<file path="config.mk">
export PLATFORM = sky130hd
export DESIGN_NAME = hex_frame_receiver_ack_nak
export DESIGN_NICKNAME = d
export VERILOG_FILES = /design/src/hdl/hfr_pkg.sv /design/src/hdl/hfr_ram.sv /design/src/hdl/hfr_cmd_fifo.sv /design/src/hdl/hfr_front.sv /design/src/hdl/hfr_back.sv /design/src/hdl/hex_frame_receiver_ack_nak.sv
export SDC_FILE = /design/constraint.sdc
export NUM_CORES = 1
export LEC_CHECK = 0
export BUFFER_PORTS_ARGS = -buffer_cell sky130_fd_sc_hd__buf_4
export CAP_MARGIN = 20
export CORE_MARGIN = 4
export CORE_UTILIZATION = 60
export CTS_CLUSTER_DIAMETER = 200
export DETAILED_ROUTE_END_ITERATION = 10
export GPL_TIMING_DRIVEN = 0
export HOLD_SLACK_MARGIN = 0.02
export PLACE_DENSITY_LB_ADDON = 0.15
export SETUP_SLACK_MARGIN = 0.05
export SLEW_MARGIN = 40
export SYNTH_ARGS = -nofsm -noshare
export SYNTH_HDL_FRONTEND = slang
export SYNTH_HIERARCHICAL = 1
export SYNTH_SLANG_ARGS = --single-unit
</file>
<file path="constraint.sdc">
create_clock -name clock -period 4.36 [get_ports clock]
set_input_delay 1.09 -clock clock [delete_from_list [all_inputs] [get_ports clock]]
set_output_delay 1.09 -clock clock [all_outputs]
set_load 0.02 [all_outputs]
</file>
<file path="src/hdl/hfr_pkg.sv">
package hfr_pkg;

   // Control characters of the link.
   localparam logic [7:0] CH_NUL  = 8'h00;
   localparam logic [7:0] CH_STX  = 8'h02;
   localparam logic [7:0] CH_ETX  = 8'h03;
   localparam logic [7:0] CH_ACK  = 8'h06;
   localparam logic [7:0] CH_NAK  = 8'h15;
   localparam logic [7:0] CH_ZERO = 8'h30;
   localparam logic [7:0] CH_NINE = 8'h39;
   localparam logic [7:0] CH_A_UP = 8'h41;
   localparam logic [7:0] CH_F_UP = 8'h46;

   // Input operation codes.
   localparam logic OP_BYTE = 1'b0;
   localparam logic OP_TICK = 1'b1;

   // Result kinds.
   localparam logic KIND_REPLY = 1'b0;
   localparam logic KIND_MSG   = 1'b1;

   // A reply carries ACK plus at most fifteen message bytes.
   localparam int MAX_RESULTS = 16;
   localparam int MSG_W       = 4;
   localparam int CMD_DEPTH   = 2;

   typedef struct packed {
      logic       opcode;
      logic [7:0] rx_byte;
   } req_type;

   typedef struct packed {
      logic       kind;
      logic [7:0] data;
      logic       last;
   } rsp_type;

   // Work handed from the front to the back: a NAK, or an ACK with message bytes.
   typedef struct packed {
      logic             nak;
      logic [MSG_W-1:0] msg_count;
   } cmd_type;

   typedef enum logic {
      BK_IDLE,
      BK_MSG
   } back_state_type;

   // Upper-case ASCII character of one hex digit.
   function automatic logic [7:0] hex_ascii(input logic [3:0] nib);
      logic [7:0] wide;
      wide = {4'h0, nib};
      if (nib < 4'd10) begin
         return CH_ZERO + wide;
      end else begin
         return CH_A_UP + wide - 8'd10;
      end
   endfunction

endpackage

</file>
<file path="src/hdl/hfr_ram.sv">
module hfr_ram #(
   parameter int WIDTH = 8,
   parameter int DEPTH = 16
) (
   input  logic                     clock,
   input  logic                     wr_en,
   input  logic [$clog2(DEPTH)-1:0] wr_addr,
   input  logic [WIDTH-1:0]         wr_data,
   input  logic                     rd_en,
   input  logic [$clog2(DEPTH)-1:0] rd_addr,
   output logic [WIDTH-1:0]         rd_data
);

   logic [WIDTH-1:0] mem_ff [DEPTH];
   logic [WIDTH-1:0] rd_data_ff;

   // One write port and one registered read port.
   always_ff @(posedge clock) begin
      if (wr_en) begin
         mem_ff[wr_addr] <= wr_data;
      end
      if (rd_en) begin
         rd_data_ff <= mem_ff[rd_addr];
      end
   end

   assign rd_data = rd_data_ff;

endmodule

</file>
<file path="src/hdl/hfr_cmd_fifo.sv">
module hfr_cmd_fifo (
   input  logic              clock,
   input  logic              reset,
   input  logic              push,
   input  hfr_pkg::cmd_type  push_data,
   input  logic              pop,
   output hfr_pkg::cmd_type  pop_data,
   output logic              empty,
   output logic              full
);

   localparam int PW = $clog2(hfr_pkg::CMD_DEPTH);

   hfr_pkg::cmd_type entry_ff [hfr_pkg::CMD_DEPTH];
   logic [PW-1:0]    wr_ptr_ff, wr_ptr_in;
   logic [PW-1:0]    rd_ptr_ff, rd_ptr_in;
   logic [PW:0]      count_ff, count_in;
   logic             do_push, do_pop;

   assign empty   = (count_ff == '0);
   assign full    = (count_ff == (PW+1)'(hfr_pkg::CMD_DEPTH));
   assign do_push = push && !full;
   assign do_pop  = pop && !empty;
   assign pop_data = entry_ff[rd_ptr_ff];

   // Pointer and fill count update.
   always_comb begin
      wr_ptr_in = wr_ptr_ff;
      rd_ptr_in = rd_ptr_ff;
      count_in  = count_ff;
      if (do_push) begin
         wr_ptr_in = (wr_ptr_ff == PW'(hfr_pkg::CMD_DEPTH - 1)) ? '0 : wr_ptr_ff + 1'b1;
      end
      if (do_pop) begin
         rd_ptr_in = (rd_ptr_ff == PW'(hfr_pkg::CMD_DEPTH - 1)) ? '0 : rd_ptr_ff + 1'b1;
      end
      if (do_push && !do_pop) begin
         count_in = count_ff + 1'b1;
      end else if (do_pop && !do_push) begin
         count_in = count_ff - 1'b1;
      end
   end

   always_ff @(posedge clock) begin
      if (reset) begin
         wr_ptr_ff <= '0;
         rd_ptr_ff <= '0;
         count_ff  <= '0;
      end else begin
         wr_ptr_ff <= wr_ptr_in;
         rd_ptr_ff <= rd_ptr_in;
         count_ff  <= count_in;
      end
   end

   // Entry storage needs no reset.
   always_ff @(posedge clock) begin
      if (do_push) begin
         entry_ff[wr_ptr_ff] <= push_data;
      end
   end

endmodule

</file>
<file path="src/hdl/hfr_front.sv">
module hfr_front #(
   parameter int MAX_CHARS = 32,
   parameter int AW        = 4
) (
   input  logic              clock,
   input  logic              reset,
   input  logic              req_accept,
   input  hfr_pkg::req_type  req_payload,
   input  logic [15:0]       timeout_ms,
   output logic              cmd_push,
   output hfr_pkg::cmd_type  cmd_data,
   output logic              ram_wr_en,
   output logic [AW-1:0]     ram_wr_addr,
   output logic [7:0]        ram_wr_data,
   output logic              frame_open
);

   localparam int CW = $clog2(MAX_CHARS + 1);

   logic          open_ff, open_in;
   logic [CW-1:0] count_ff, count_in;
   logic [15:0]   quiet_ff, quiet_in;
   logic [3:0]    hi_ff, hi_in;
   logic [7:0]    sum_ff, sum_in;
   logic [7:0]    last_ff, last_in;

   logic          is_hex;
   logic [3:0]    nib;
   logic [7:0]    rx;
   logic [15:0]   quiet_inc;
   logic [CW-1:0] n_bytes;
   logic [CW-1:0] n_msg;
   logic          frame_good;
   logic          store_full;

   assign rx = req_payload.rx_byte;

   // Classify the received character as an upper-case hex digit.
   always_comb begin
      is_hex = 1'b0;
      nib    = rx[3:0];
      if (rx >= hfr_pkg::CH_ZERO && rx <= hfr_pkg::CH_NINE) begin
         is_hex = 1'b1;
      end else if (rx >= hfr_pkg::CH_A_UP && rx <= hfr_pkg::CH_F_UP) begin
         is_hex = 1'b1;
         nib    = rx[3:0] + 4'd9;
      end
   end

   // The checksum over all bytes but the newest is kept as the frame grows.
   assign quiet_inc  = (quiet_ff == 16'hFFFF) ? quiet_ff : quiet_ff + 16'd1;
   assign n_bytes    = {1'b0, count_ff[CW-1:1]};
   assign n_msg      = n_bytes - 1'b1;
   assign store_full = (count_ff >= CW'(MAX_CHARS));
   assign frame_good = open_ff && !count_ff[0] && (n_bytes >= CW'(2)) && (sum_ff == last_ff);

   // Per-item decision and state update.
   always_comb begin
      open_in     = open_ff;
      count_in    = count_ff;
      quiet_in    = quiet_ff;
      hi_in       = hi_ff;
      sum_in      = sum_ff;
      last_in     = last_ff;
      cmd_push    = 1'b0;
      cmd_data    = '0;
      ram_wr_en   = 1'b0;
      ram_wr_addr = AW'(count_ff[CW-1:1]);
      ram_wr_data = {hi_ff, nib};
      if (req_accept) begin
         case (req_payload.opcode)
            hfr_pkg::OP_TICK: begin
               quiet_in = quiet_inc;
               if (open_ff && quiet_inc > timeout_ms) begin
                  open_in      = 1'b0;
                  count_in     = '0;
                  cmd_push     = 1'b1;
                  cmd_data.nak = 1'b1;
               end
            end
            hfr_pkg::OP_BYTE: begin
               quiet_in = '0;
               case (rx)
                  hfr_pkg::CH_NUL, hfr_pkg::CH_NAK: begin
                  end
                  hfr_pkg::CH_STX: begin
                     open_in  = 1'b1;
                     count_in = '0;
                     sum_in   = '0;
                  end
                  hfr_pkg::CH_ETX: begin
                     open_in  = 1'b0;
                     count_in = '0;
                     cmd_push = 1'b1;
                     cmd_data.nak = !frame_good;
                     if (n_msg > CW'(hfr_pkg::MAX_RESULTS - 1) && CW > hfr_pkg::MSG_W) begin
                        cmd_data.msg_count = hfr_pkg::MSG_W'(hfr_pkg::MAX_RESULTS - 1);
                     end else begin
                        cmd_data.msg_count = hfr_pkg::MSG_W'(n_msg);
                     end
                  end
                  default: begin
                     if (open_ff) begin
                        if (store_full || !is_hex) begin
                           open_in  = 1'b0;
                           count_in = '0;
                        end else begin
                           count_in = count_ff + 1'b1;
                           if (!count_ff[0]) begin
                              hi_in = nib;
                           end else begin
                              ram_wr_en = 1'b1;
                              last_in   = {hi_ff, nib};
                              if (count_ff[CW-1:1] != '0) begin
                                 sum_in = sum_ff + hfr_pkg::hex_ascii(last_ff[7:4])
                                        + hfr_pkg::hex_ascii(last_ff[3:0]);
                              end
                           end
                        end
                     end
                  end
               endcase
            end
            default: begin
            end
         endcase
      end
   end

   always_ff @(posedge clock) begin
      if (reset) begin
         open_ff  <= 1'b0;
         count_ff <= '0;
         quiet_ff <= '0;
      end else begin
         open_ff  <= open_in;
         count_ff <= count_in;
         quiet_ff <= quiet_in;
      end
   end

   // Frame payload registers need no reset.
   always_ff @(posedge clock) begin
      hi_ff   <= hi_in;
      sum_ff  <= sum_in;
      last_ff <= last_in;
   end

   assign frame_open = open_ff;

endmodule

</file>
<file path="src/hdl/hfr_back.sv">
module hfr_back #(
   parameter int AW = 4
) (
   input  logic              clock,
   input  logic              reset,
   input  logic              cmd_empty,
   input  hfr_pkg::cmd_type  cmd_data,
   output logic              cmd_pop,
   output logic              ram_rd_en,
   output logic [AW-1:0]     ram_rd_addr,
   input  logic [7:0]        ram_rd_data,
   output logic              rsp_valid,
   input  logic              rsp_stall,
   output hfr_pkg::rsp_type  rsp_payload,
   output logic              busy
);

   hfr_pkg::back_state_type         state_ff, state_in;
   logic                            out_valid_ff, out_valid_in;
   hfr_pkg::rsp_type                out_ff, out_in;
   logic [hfr_pkg::MSG_W-1:0]       idx_ff, idx_in;
   logic [hfr_pkg::MSG_W-1:0]       cnt_ff, cnt_in;
   logic                            out_free;
   logic                            msg_last;

   assign out_free = !out_valid_ff || !rsp_stall;
   assign msg_last = (idx_ff + 1'b1 == cnt_ff);

   // Reply sequencer: one result per free cycle into output register.
   always_comb begin
      state_in     = state_ff;
      out_valid_in = out_valid_ff && rsp_stall;
      out_in       = out_ff;
      idx_in       = idx_ff;
      cnt_in       = cnt_ff;
      cmd_pop      = 1'b0;
      ram_rd_en    = 1'b0;
      ram_rd_addr  = AW'(idx_ff);
      case (state_ff)
         hfr_pkg::BK_IDLE: begin
            if (!cmd_empty && out_free) begin
               cmd_pop      = 1'b1;
               out_valid_in = 1'b1;
               out_in.kind  = hfr_pkg::KIND_REPLY;
               if (cmd_data.nak) begin
                  out_in.data = hfr_pkg::CH_NAK;
                  out_in.last = 1'b1;
               end else begin
                  out_in.data = hfr_pkg::CH_ACK;
                  out_in.last = (cmd_data.msg_count == '0);
                  if (cmd_data.msg_count != '0) begin
                     idx_in      = '0;
                     cnt_in      = cmd_data.msg_count;
                     ram_rd_en   = 1'b1;
                     ram_rd_addr = '0;
                     state_in    = hfr_pkg::BK_MSG;
                  end
               end
            end
         end
         hfr_pkg::BK_MSG: begin
            if (out_free) begin
               out_valid_in = 1'b1;
               out_in.kind  = hfr_pkg::KIND_MSG;
               out_in.data  = ram_rd_data;
               out_in.last  = msg_last;
               if (msg_last) begin
                  state_in = hfr_pkg::BK_IDLE;
               end else begin
                  idx_in      = idx_ff + 1'b1;
                  ram_rd_en   = 1'b1;
                  ram_rd_addr = AW'(idx_ff + 1'b1);
               end
            end
         end
         default: begin
            state_in = hfr_pkg::BK_IDLE;
         end
      endcase
   end

   always_ff @(posedge clock) begin
      if (reset) begin
         state_ff     <= hfr_pkg::BK_IDLE;
         out_valid_ff <= 1'b0;
      end else begin
         state_ff     <= state_in;
         out_valid_ff <= out_valid_in;
      end
   end

   // Payload and walk registers need no reset.
   always_ff @(posedge clock) begin
      out_ff <= out_in;
      idx_ff <= idx_in;
      cnt_ff <= cnt_in;
   end

   assign rsp_valid   = out_valid_ff;
   assign rsp_payload = out_ff;
   assign busy        = (state_ff == hfr_pkg::BK_MSG);

endmodule

</file>
<file path="src/hdl/hex_frame_receiver_ack_nak.sv">
// Channel   Direction  Handshake           Payload
// req_      in         req_valid/req_stall  hfr_pkg::req_type (opcode, rx_byte)
// rsp_      out        rsp_valid/rsp_stall  hfr_pkg::rsp_type (kind, data, last)
// csr_      in         csr_wr_en            csr_wr_data: timeout in milliseconds
//
// The front takes one byte or tick per cycle while req_stall is low and keeps the
// frame checksum as it goes. A frame end yields one reply in the back: a NAK alone,
// or an ACK and m message bytes, with one byte store read per message byte.
// While a frame is open every item stalls as long as the back still reads the byte
// store; any item stalls while the two-entry command queue is full. Reset is
// synchronous and active high.
module hex_frame_receiver_ack_nak #(
   parameter int MAX_CHARS = 32
) (
   input  logic              clock,
   input  logic              reset,
   input  logic              req_valid,
   output logic              req_stall,
   input  hfr_pkg::req_type  req_payload,
   output logic              rsp_valid,
   input  logic              rsp_stall,
   output hfr_pkg::rsp_type  rsp_payload,
   input  logic              csr_wr_en,
   input  logic [15:0]       csr_wr_data
);

   localparam int STORE_DEPTH = (MAX_CHARS + 1) / 2;
   localparam int AW          = $clog2(STORE_DEPTH);

   logic             timeout_ff;
   logic [15:0]      timeout_ms_ff;
   logic             req_accept;
   logic             cmd_push, cmd_pop, cmd_empty, cmd_full;
   hfr_pkg::cmd_type cmd_in_data, cmd_out_data;
   logic             ram_wr_en, ram_rd_en;
   logic [AW-1:0]    ram_wr_addr, ram_rd_addr;
   logic [7:0]       ram_wr_data, ram_rd_data;
   logic             frame_open;
   logic             back_busy;
   logic             store_busy;

   // Timeout register.
   always_ff @(posedge clock) begin
      if (reset) begin
         timeout_ms_ff <= 16'd100;
         timeout_ff    <= 1'b0;
      end else begin
         timeout_ff <= csr_wr_en;
         if (csr_wr_en) begin
            timeout_ms_ff <= csr_wr_data;
         end
      end
   end

   // The store is in use from a queued command until its last byte has been read.
   assign store_busy = !cmd_empty || back_busy;
   assign req_stall  = cmd_full || (store_busy && frame_open);
   assign req_accept = req_valid && !req_stall;

   hfr_front #(
      .MAX_CHARS (MAX_CHARS),
      .AW        (AW)
   ) u_front (
      .clock       (clock),
      .reset       (reset),
      .req_accept  (req_accept),
      .req_payload (req_payload),
      .timeout_ms  (timeout_ms_ff),
      .cmd_push    (cmd_push),
      .cmd_data    (cmd_in_data),
      .ram_wr_en   (ram_wr_en),
      .ram_wr_addr (ram_wr_addr),
      .ram_wr_data (ram_wr_data),
      .frame_open  (frame_open)
   );

   hfr_cmd_fifo u_cmd_fifo (
      .clock     (clock),
      .reset     (reset),
      .push      (cmd_push),
      .push_data (cmd_in_data),
      .pop       (cmd_pop),
      .pop_data  (cmd_out_data),
      .empty     (cmd_empty),
      .full      (cmd_full)
   );

   hfr_ram #(
      .WIDTH (8),
      .DEPTH (STORE_DEPTH)
   ) u_store (
      .clock   (clock),
      .wr_en   (ram_wr_en),
      .wr_addr (ram_wr_addr),
      .wr_data (ram_wr_data),
      .rd_en   (ram_rd_en),
      .rd_addr (ram_rd_addr),
      .rd_data (ram_rd_data)
   );

   hfr_back #(
      .AW (AW)
   ) u_back (
      .clock       (clock),
      .reset       (reset),
      .cmd_empty   (cmd_empty),
      .cmd_data    (cmd_out_data),
      .cmd_pop     (cmd_pop),
      .ram_rd_en   (ram_rd_en),
      .ram_rd_addr (ram_rd_addr),
      .ram_rd_data (ram_rd_data),
      .rsp_valid   (rsp_valid),
      .rsp_stall   (rsp_stall),
      .rsp_payload (rsp_payload),
      .busy        (back_busy)
   );

   // The front never writes the store while the back may still read it.
   a_store_no_overlap: assert property (@(posedge clock) disable iff (reset)
      !(ram_wr_en && store_busy))
      else $error("byte store written while a reply is being read");

   // A command is never offered to a full queue without a pop in the same cycle.
   a_cmd_no_overflow: assert property (@(posedge clock) disable iff (reset)
      cmd_push |-> (!cmd_full || cmd_pop))
      else $error("command queue overflow");

   // A written timeout is in force from the next cycle.
   a_timeout_written: assert property (@(posedge clock) disable iff (reset)
      timeout_ff |-> (timeout_ms_ff == $past(csr_wr_data)))
      else $error("timeout register did not take the written value");

endmodule
</file>
=== Word level (Yosys, flattened, before mapping) ===
Memory sizes are Yosys's and may differ from the RTL's. A register that Yosys moved wholly into a read port is not among the register bits.
Cells that the tools add are included.

* Flip-flop bits (word level): 83
* Bits in writable memories: 138
* Bits of input ports: 30
* Output and inout port bits: 12
* Word-level logic and storage cells: 199
* Memories: 2

* $add $sub $neg: 17
* Order comparisons: 10
* Equal/unequal tests: 13
* Muxes and demuxes: 85
* Bitwise operators: 7
* Reduce and logical (&&, ||, !) cells: 48

{| class="wikitable"
|+ Memories
! memory !! depth !! width !! rd ports !! clocked after Yosys merged registers in !! wr ports !! line !! source
|-
| u_store.mem_ff || 16 || 8 || 1 || 1 || 1 || hfr_ram.sv:14 || <nowiki>logic [WIDTH-1:0] mem_ff [DEPTH];</nowiki>
|-
| u_cmd_fifo.entry_ff || 2 || 5 || 1 || 1 || 1 || hfr_cmd_fifo.sv:14 || <nowiki>hfr_pkg::cmd_type entry_ff [hfr_pkg::CMD_DEPTH];</nowiki>
|}

{| class="wikitable"
|+ Operator list
! operator !! count
|-
| $mux 8 || 20
|-
| $mux 4 || 9
|-
| $mux 1 || 32
|-
| $pmux 16 s2 || 1
|-
| $mux 6 || 4
|-
| $pmux 6 s2 || 2
|-
| $mux 10 || 2
|-
| $pmux 10 s2 || 1
|-
| $add 16x1->16 const B || 1
|-
| $add 7x4->8 const A || 2
|-
| $add 8x8->8 || 2
|-
| $eq 16x16->1 const B || 1
|-
| $eq 8x2->1 const B || 2
|-
| $gt 16x16->1 || 1
|-
| $mux 16 || 1
|-
| $pmux 8 s2 || 1
|-
| $sub 8x4->8 const B || 2
|-
| $add 6x4->7 const A || 2
|-
| $logic_and 1x1->1 || 14
|-
| $pmux 1 s2 || 6
|-
| $reduce_and 6->1 || 2
|-
| $logic_not 1->1 || 10
|-
| $mux 5 || 2
|-
| $eq 8x5->1 const B || 1
|-
| 39 further kinds || 59
|}

=== Longest topological paths before layout ===
* Depth in word-level cells: 18
* Gate-level depth with buffers: 19
* Depth with buffers taken out: 18

=== By module ===
Netlist, hierarchy kept.

{| class="wikitable"
|+ By module, submodules not included
! module !! instances !! cells an instance !! area each (um^2) !! seq. area each (um^2)
|-
| hfr_ram || 1 || 229 || 5227.5 || 4083.9
|-
| hfr_front || 1 || 437 || 3672.3 || 1061.0
|-
| hfr_back || 1 || 70 || 888.4 || 540.5
|-
| hex_frame_receiver_ack_nak || 1 || 56 || 610.6 || 320.3
|-
| hfr_cmd_fifo || 1 || 40 || 574.3 || 400.4
|}

=== Worst setup path after synthesis ===
OpenSTA, ideal clock, no wires.

* Kind: input -> register
* From: in req_payload[7] in the netlist's numbering
* To: mem u_store.mem_ff[0][0] (enable)
* Setup time: 0.383 ns
* Data arrival time: 3.595 ns
* Required time: 3.977 ns
* Path slack: 0.381 ns
* Stages on the path: 8
* Path buffers: 0
* Cell sequence: or4b_4 -> nor4_4 -> o21ai_2 -> nor2_1 -> nand2_1 -> nor2_1 -> or3b_2 -> nor3_1

* Word-level cells in the longest chain between the ends: 13

{| class="wikitable"
|+ RTL lines
! item !! line !! source
|-
| start, declared || hex_frame_receiver_ack_nak.sv:19 || <nowiki>input hfr_pkg::req_type req_payload,</nowiki>
|-
| $ge 8x7->1 or $le 8x7->1 (tied branches) || hfr_front.sv:44 || <nowiki>end else if (rx >= hfr_pkg::CH_A_UP && rx <= hfr_pkg::CH_F_UP) begin</nowiki>
|-
| $logic_and 1x1->1 || hfr_front.sv:44 ||
|-
| $mux 1 || hfr_front.sv:44 ||
|-
| $mux 1 || hfr_front.sv:42 || <nowiki>if (rx >= hfr_pkg::CH_ZERO && rx <= hfr_pkg::CH_NINE) begin</nowiki>
|-
| $logic_not 1->1 || hfr_front.sv:104 || <nowiki>if (store_full || !is_hex) begin</nowiki>
|-
| $logic_or 1x1->1 || hfr_front.sv:104 ||
|-
| $mux 1 || hfr_front.sv:104 ||
|-
| $mux 1 || hfr_front.sv:103 || <nowiki>if (open_ff) begin</nowiki>
|-
| $mux 1 (*) || hfr_front.sv:83 || <nowiki>case (rx)</nowiki>
|-
| $mux 1 (*) || hfr_front.sv:71 || <nowiki>case (req_payload.opcode)</nowiki>
|-
| $mux 1 (*) || hfr_front.sv:70 || <nowiki>if (req_accept) begin</nowiki>
|-
| via ram_wr_en || hex_frame_receiver_ack_nak.sv:35 || <nowiki>logic ram_wr_en, ram_rd_en;</nowiki>
|-
| $mux 1 (*) || hfr_ram.sv:19 || <nowiki>if (wr_en) begin</nowiki>
|-
| $mux 1 (implied by the code) (*) || hfr_ram.sv:20 || <nowiki>mem_ff[wr_addr] <= wr_data;</nowiki>
|-
| end, declared || hfr_ram.sv:14 ||
|}

Mark *: on every way through the listed nets, which the timed path passes. The rest lies on a longest branch.

=== Worst setup path after layout ===
* From: reg u_front.quiet_ff[0]
* To: reg u_cmd_fifo.count_ff[1]

* Word-level cells in the longest chain between the ends: 11

{| class="wikitable"
|+ RTL lines
! item !! line !! source
|-
| start, declared || hfr_front.sv:22 || <nowiki>logic [15:0] quiet_ff, quiet_in;</nowiki>
|-
| start signal, assigned || hfr_front.sv:138 || <nowiki>quiet_ff <= quiet_in;</nowiki>
|-
| $add 16x1->16 or $eq 16x16->1 (tied branches) || hfr_front.sv:51 || <nowiki>assign quiet_inc = (quiet_ff == 16'hFFFF) ? quiet_ff : quiet_ff + 16'd1;</nowiki>
|-
| $mux 16 (*) || hfr_front.sv:51 ||
|-
| $gt 16x16->1 (*) || hfr_front.sv:74 || <nowiki>if (open_ff && quiet_inc > timeout_ms) begin</nowiki>
|-
| $logic_and 1x1->1 (*) || hfr_front.sv:74 ||
|-
| $mux 1 (*) || hfr_front.sv:74 ||
|-
| $pmux 1 s2 (*) || hfr_front.sv:71 ||
|-
| $mux 1 (*) || hfr_front.sv:70 ||
|-
| via cmd_push || hex_frame_receiver_ack_nak.sv:33 || <nowiki>logic cmd_push, cmd_pop, cmd_empty, cmd_full;</nowiki>
|-
| $logic_and 1x1->1 (*) || hfr_cmd_fifo.sv:22 || <nowiki>assign do_push = push && !full;</nowiki>
|-
| $logic_not 1->1 || hfr_cmd_fifo.sv:39 || <nowiki>end else if (do_pop && !do_push) begin</nowiki>
|-
| $logic_and 1x1->1 || hfr_cmd_fifo.sv:39 ||
|-
| $reduce_bool 2->1 (no line) || - ||
|-
| end signal, assigned || hfr_cmd_fifo.sv:52 || <nowiki>count_ff <= count_in;</nowiki>
|-
| end, declared || hfr_cmd_fifo.sv:17 || <nowiki>logic [PW:0] count_ff, count_in;</nowiki>
|}

Marks and branches as above.
A chain may end at the register's enable or synchronous reset.

==> qor.csv <==
stage,metric,value,unit
grt,first-pass GRT wire length,35.4,mm
die,die height,143,µm
clocking,H-tree depth,1,
min_path,Hold Path Sink,u_cmd_fifo/wr_ptr_ff$_SDFFE_PP0N_,
place,IO buf count,39,
die,core area,18000,µm²
setup_path,critical path class,reg -> reg,
power_and_ir_drop,peak supply drop,284,µV
setup_path,crit end category,register,
setup_path,Critical R2R Capture,u_cmd_fifo/count_ff[1]$_SDFFE_PP0P_,
synth,post-synth top area cell,edfxtp_1,
timing,Final setup viols,0,
synth,"top cells by area, synth","edfxtp_1, dfxtp_1, ha_1, mux4_2, mux4_1",
grt,grt ovf,0,
die,die area,20500,µm²
place,gpl congestion,0.896,
routing,Post-DRT Antenna Nets,0,
synth,"Cell Area, Synth",11000,µm²
setup_path,reg2reg start,u_front/quiet_ff[0]$_SDFFE_PP0P_,
setup_path,worst-path fanout max,6,
routing,vias post-DR,6851,
power_and_ir_drop,leakage power,0.00453,µW
grt,initial antenna violation count,0,
synth,#FFs+latches synth,230,
synth,syn_area_per_cell,13.2,µm²
synth,sequential-to-total area share from yosys stat,0.584,
setup_path,R2R depth,15,
setup_path,Worst Path Arrival,4.68,ns
timing,RSZ-0062 raised after global routing,yes,
routing,# DRC,0,
clocking,Clk Tree Root Cell,clkbuf_16,
min_path,worst hold start,u_cmd_fifo/wr_ptr_ff$_SDFFE_PP0N_,
clocking,hold buffers post-CTS,0,
routing,first drt pass iteration count,4,
synth,Cells after Synth,832,
clocking,postcts setup bufs,0,
synth,yosys warns,6,
timing,crit path time final,4.24,ns
clocking,Clock transition at path regs,0.06,ns
setup_path,"setup slack, reg-to-reg",0.12,ns
die,Chip Width,143,µm
routing,DR iter-0 viols,430,
clocking,TritonCTS buffer count,23,
synth,Synth top area share,0.493,
place,post-detail-place hpwl,15.9,mm
timing,Final Hold Viols,0,
final_layout,P&R area growth vs syn,13.2,%
timing,f_max,236,MHz
die,initial core utilization,0.611,
power_and_ir_drop,Pwr Density,408,nW/µm²
clocking,clock sinks,230,
routing,Final Routed Wirelength,22.2,mm
final_layout,post-layout util,0.691,
final_layout,layout cells sized above 1,0.179,
setup_path,CP required,4.80,ns
timing,worst clock skew,0.0280,ns
grt,largest net degree at the start of global routing,19,
clocking,clk buf depth,3,
synth,Post-synth EDFFs,180,
synth,ys flop type,edfxtp_1,
final_layout,fillcell total,1218,
final_layout,final net count,971,
die,I/O pin count,42,
timing,Worst-Margin Slew,0.857,ns
min_path,Min-Delay Path Class,reg -> reg,
clocking,Worst-Skew Late Latency,0.51,ns
grt,vias in the first global route,6894,
clocking,CTS tree,built,
synth,syn_nets,906,
timing,WHS,0.496,ns
run,MaxCap Viol Count,0,
outcome,outcome,completed,
die,row count,49,
timing,max_slew headroom,0.427,
grt,GRT Util Overall,0.220,
synth,Async SR Flop Fraction,0,
power_and_ir_drop,Pwr Total,5060,µW
timing,final worst path period share,0.971,
min_path,hold path depth,2,
timing,fin. max-slew vios,0,
final_layout,# diodes,0,
setup_path,CP Launch Type,register,
synth,synth unique cells,73,
routing,DR WL/cell,19.5,µm
routing,Via density,6.00,
## timing repair
action	4_1_cts	5_1_grt
gates resized for setup	4	3
endpoints found under the hold margin	0	0
setup endpoints to repair	6	38
## cells in the mapped netlist (13+ instances only)
cell type	count
mux4_1	14
mux4_2	18
mux2i_1	19
xnor2_1	28
nand2_1	48
and2_1	13
nand3_1	27
nor2_1	70
edfxtp_1	180
nor3_1	13
dfxtp_1	50
a21oi_1	36
inv_1	60
o21ai_0	17
ha_1	36
a22oi_1	18
## power by group
part           total (µW)  switching (µW)  internal (µW)
Combinational         713             356            357
Sequential           2420            24.7           2390
Clock                1930             804           1120
## per-layer routing
layer  track usage  wire (µm)  vias up
li1              -          -     3220
met4        0.0585        540        0
met2         0.387      11300      222
met1         0.290       9300     3366
met5             0          0        -
met3        0.0298       1110       43
## how the worst max path moves through the flow
stage | slack [ns] | startpoint | end
after floorplan | 0.38 | req_payload[7] | u_store/mem_ff[0][0]$_DFFE_PP_
after global placement | -0.56 | req_payload[0] | u_store/mem_ff[0][4]$_DFFE_PP_
after detailed placement | -0.23 | req_payload[0] | u_store/mem_ff[1][4]$_DFFE_PP_
after CTS | 0.08 | u_front/quiet_ff[0]$_SDFFE_PP0P_ | u_cmd_fifo/count_ff[1]$_SDFFE_PP0P_
after global routing | -0.1 | req_payload[0] | u_store/mem_ff[1][3]$_DFFE_PP_
final | 0.12 | u_front/quiet_ff[0]$_SDFFE_PP0P_ | u_cmd_fifo/count_ff[1]$_SDFFE_PP0P_
## logic make-up after synthesis
group / Yosys count / synth area share
xor gates and xnor gates: 39 / 0.0338
DFF: 230 / 0.584
buffers and inverters: 94 / 0.0416
AOI/OAI and AO/OA: 126 / 0.0753
and+or+nand+nor: 242 / 0.116
muxes: 57 / 0.0940
adders and majority gates: 44 / 0.0556
## flip-flops by register name (all words and copies together) (netlist names), 8 cells and up, named ones only
register             cells
u_store/mem_ff         128
u_front/sum_ff           8
timeout_ms_ff           16
u_cmd_fifo/entry_ff     10
u_front/quiet_ff        16
u_front/last_ff          8
u_back/rsp_payload      10
u_store/rd_data          8
## through the flow
step                      instances  setup WS (ns)  area, µm²  TNS [ns]
after floorplan                 832          0.381      11000         0
after global placement         1100         -0.563      11600    -14.12
after detailed placement       1101         -0.226      11600     -6.89
after CTS                      1142         0.0798      12400         0
after global routing           1142        -0.0985      12400     -1.75
final                          1142          0.124      12400         0
## cells in the final DEF (no fill, tap or decap), types with 4 or more instances in the layout
master and count:
a211oi_1 5, a21oi_1 35, mux2_2 6, nor3_1 8
clkbuf_16 23, a31oi_1 7, and3_1 4, mux2i_1 19
nor2b_1 12, dfxtp_1 50, nor2_1 67, a211o_1 4
a22oi_1 18, or3_1 8, and2_1 13, fa_1 8
nand2b_1 9, clkbuf_1 8, nand4_1 10, nor3_2 6
edfxtp_1 180, xor2_1 8, mux4_1 14, buf_6 5
nand2_1 48, clkinv_1 4, nand3_1 27, mux4_2 18
ha_1 36, a21o_1 6, o21ai_0 16, xnor2_1 26
inv_1 60, o21ai_1 7, o21a_1 4, buf_2 9
buf_4 46, clkinv_2 4
## layout make-up
class | instances | area [µm²] | area share
clock buffers | 25 | 603 | 0.0486
inverters | 60 | 225 | 0.0181
flip-flops and latches | 230 | 6410 | 0.516
repair buffers | 40 | 304 | 0.0245
multi-input cells | 508 | 4210 | 0.339
well taps | 229 | 287 | 0.0231
plain buffers | 34 | 231 | 0.0186
clock inverters | 16 | 148 | 0.0119
## critical path, cell delays in order (launching register included)
cell and delay [ns]:
dfxtp_1 0.42, ha_1 0.30, nand3_1 0.24, or3_1 0.44, mux2_2 0.32, ha_1 0.30
nor2b_1 0.14, o211ai_1 0.19, a2111oi_2 0.11, nor4_2 0.59, nor3_4 0.09, inv_1 0.12
nor2_1 0.07, ha_1 0.31, or3_1 0.37, a21oi_1 0.14
No activity file was read; power rests on OpenSTA's default activity.
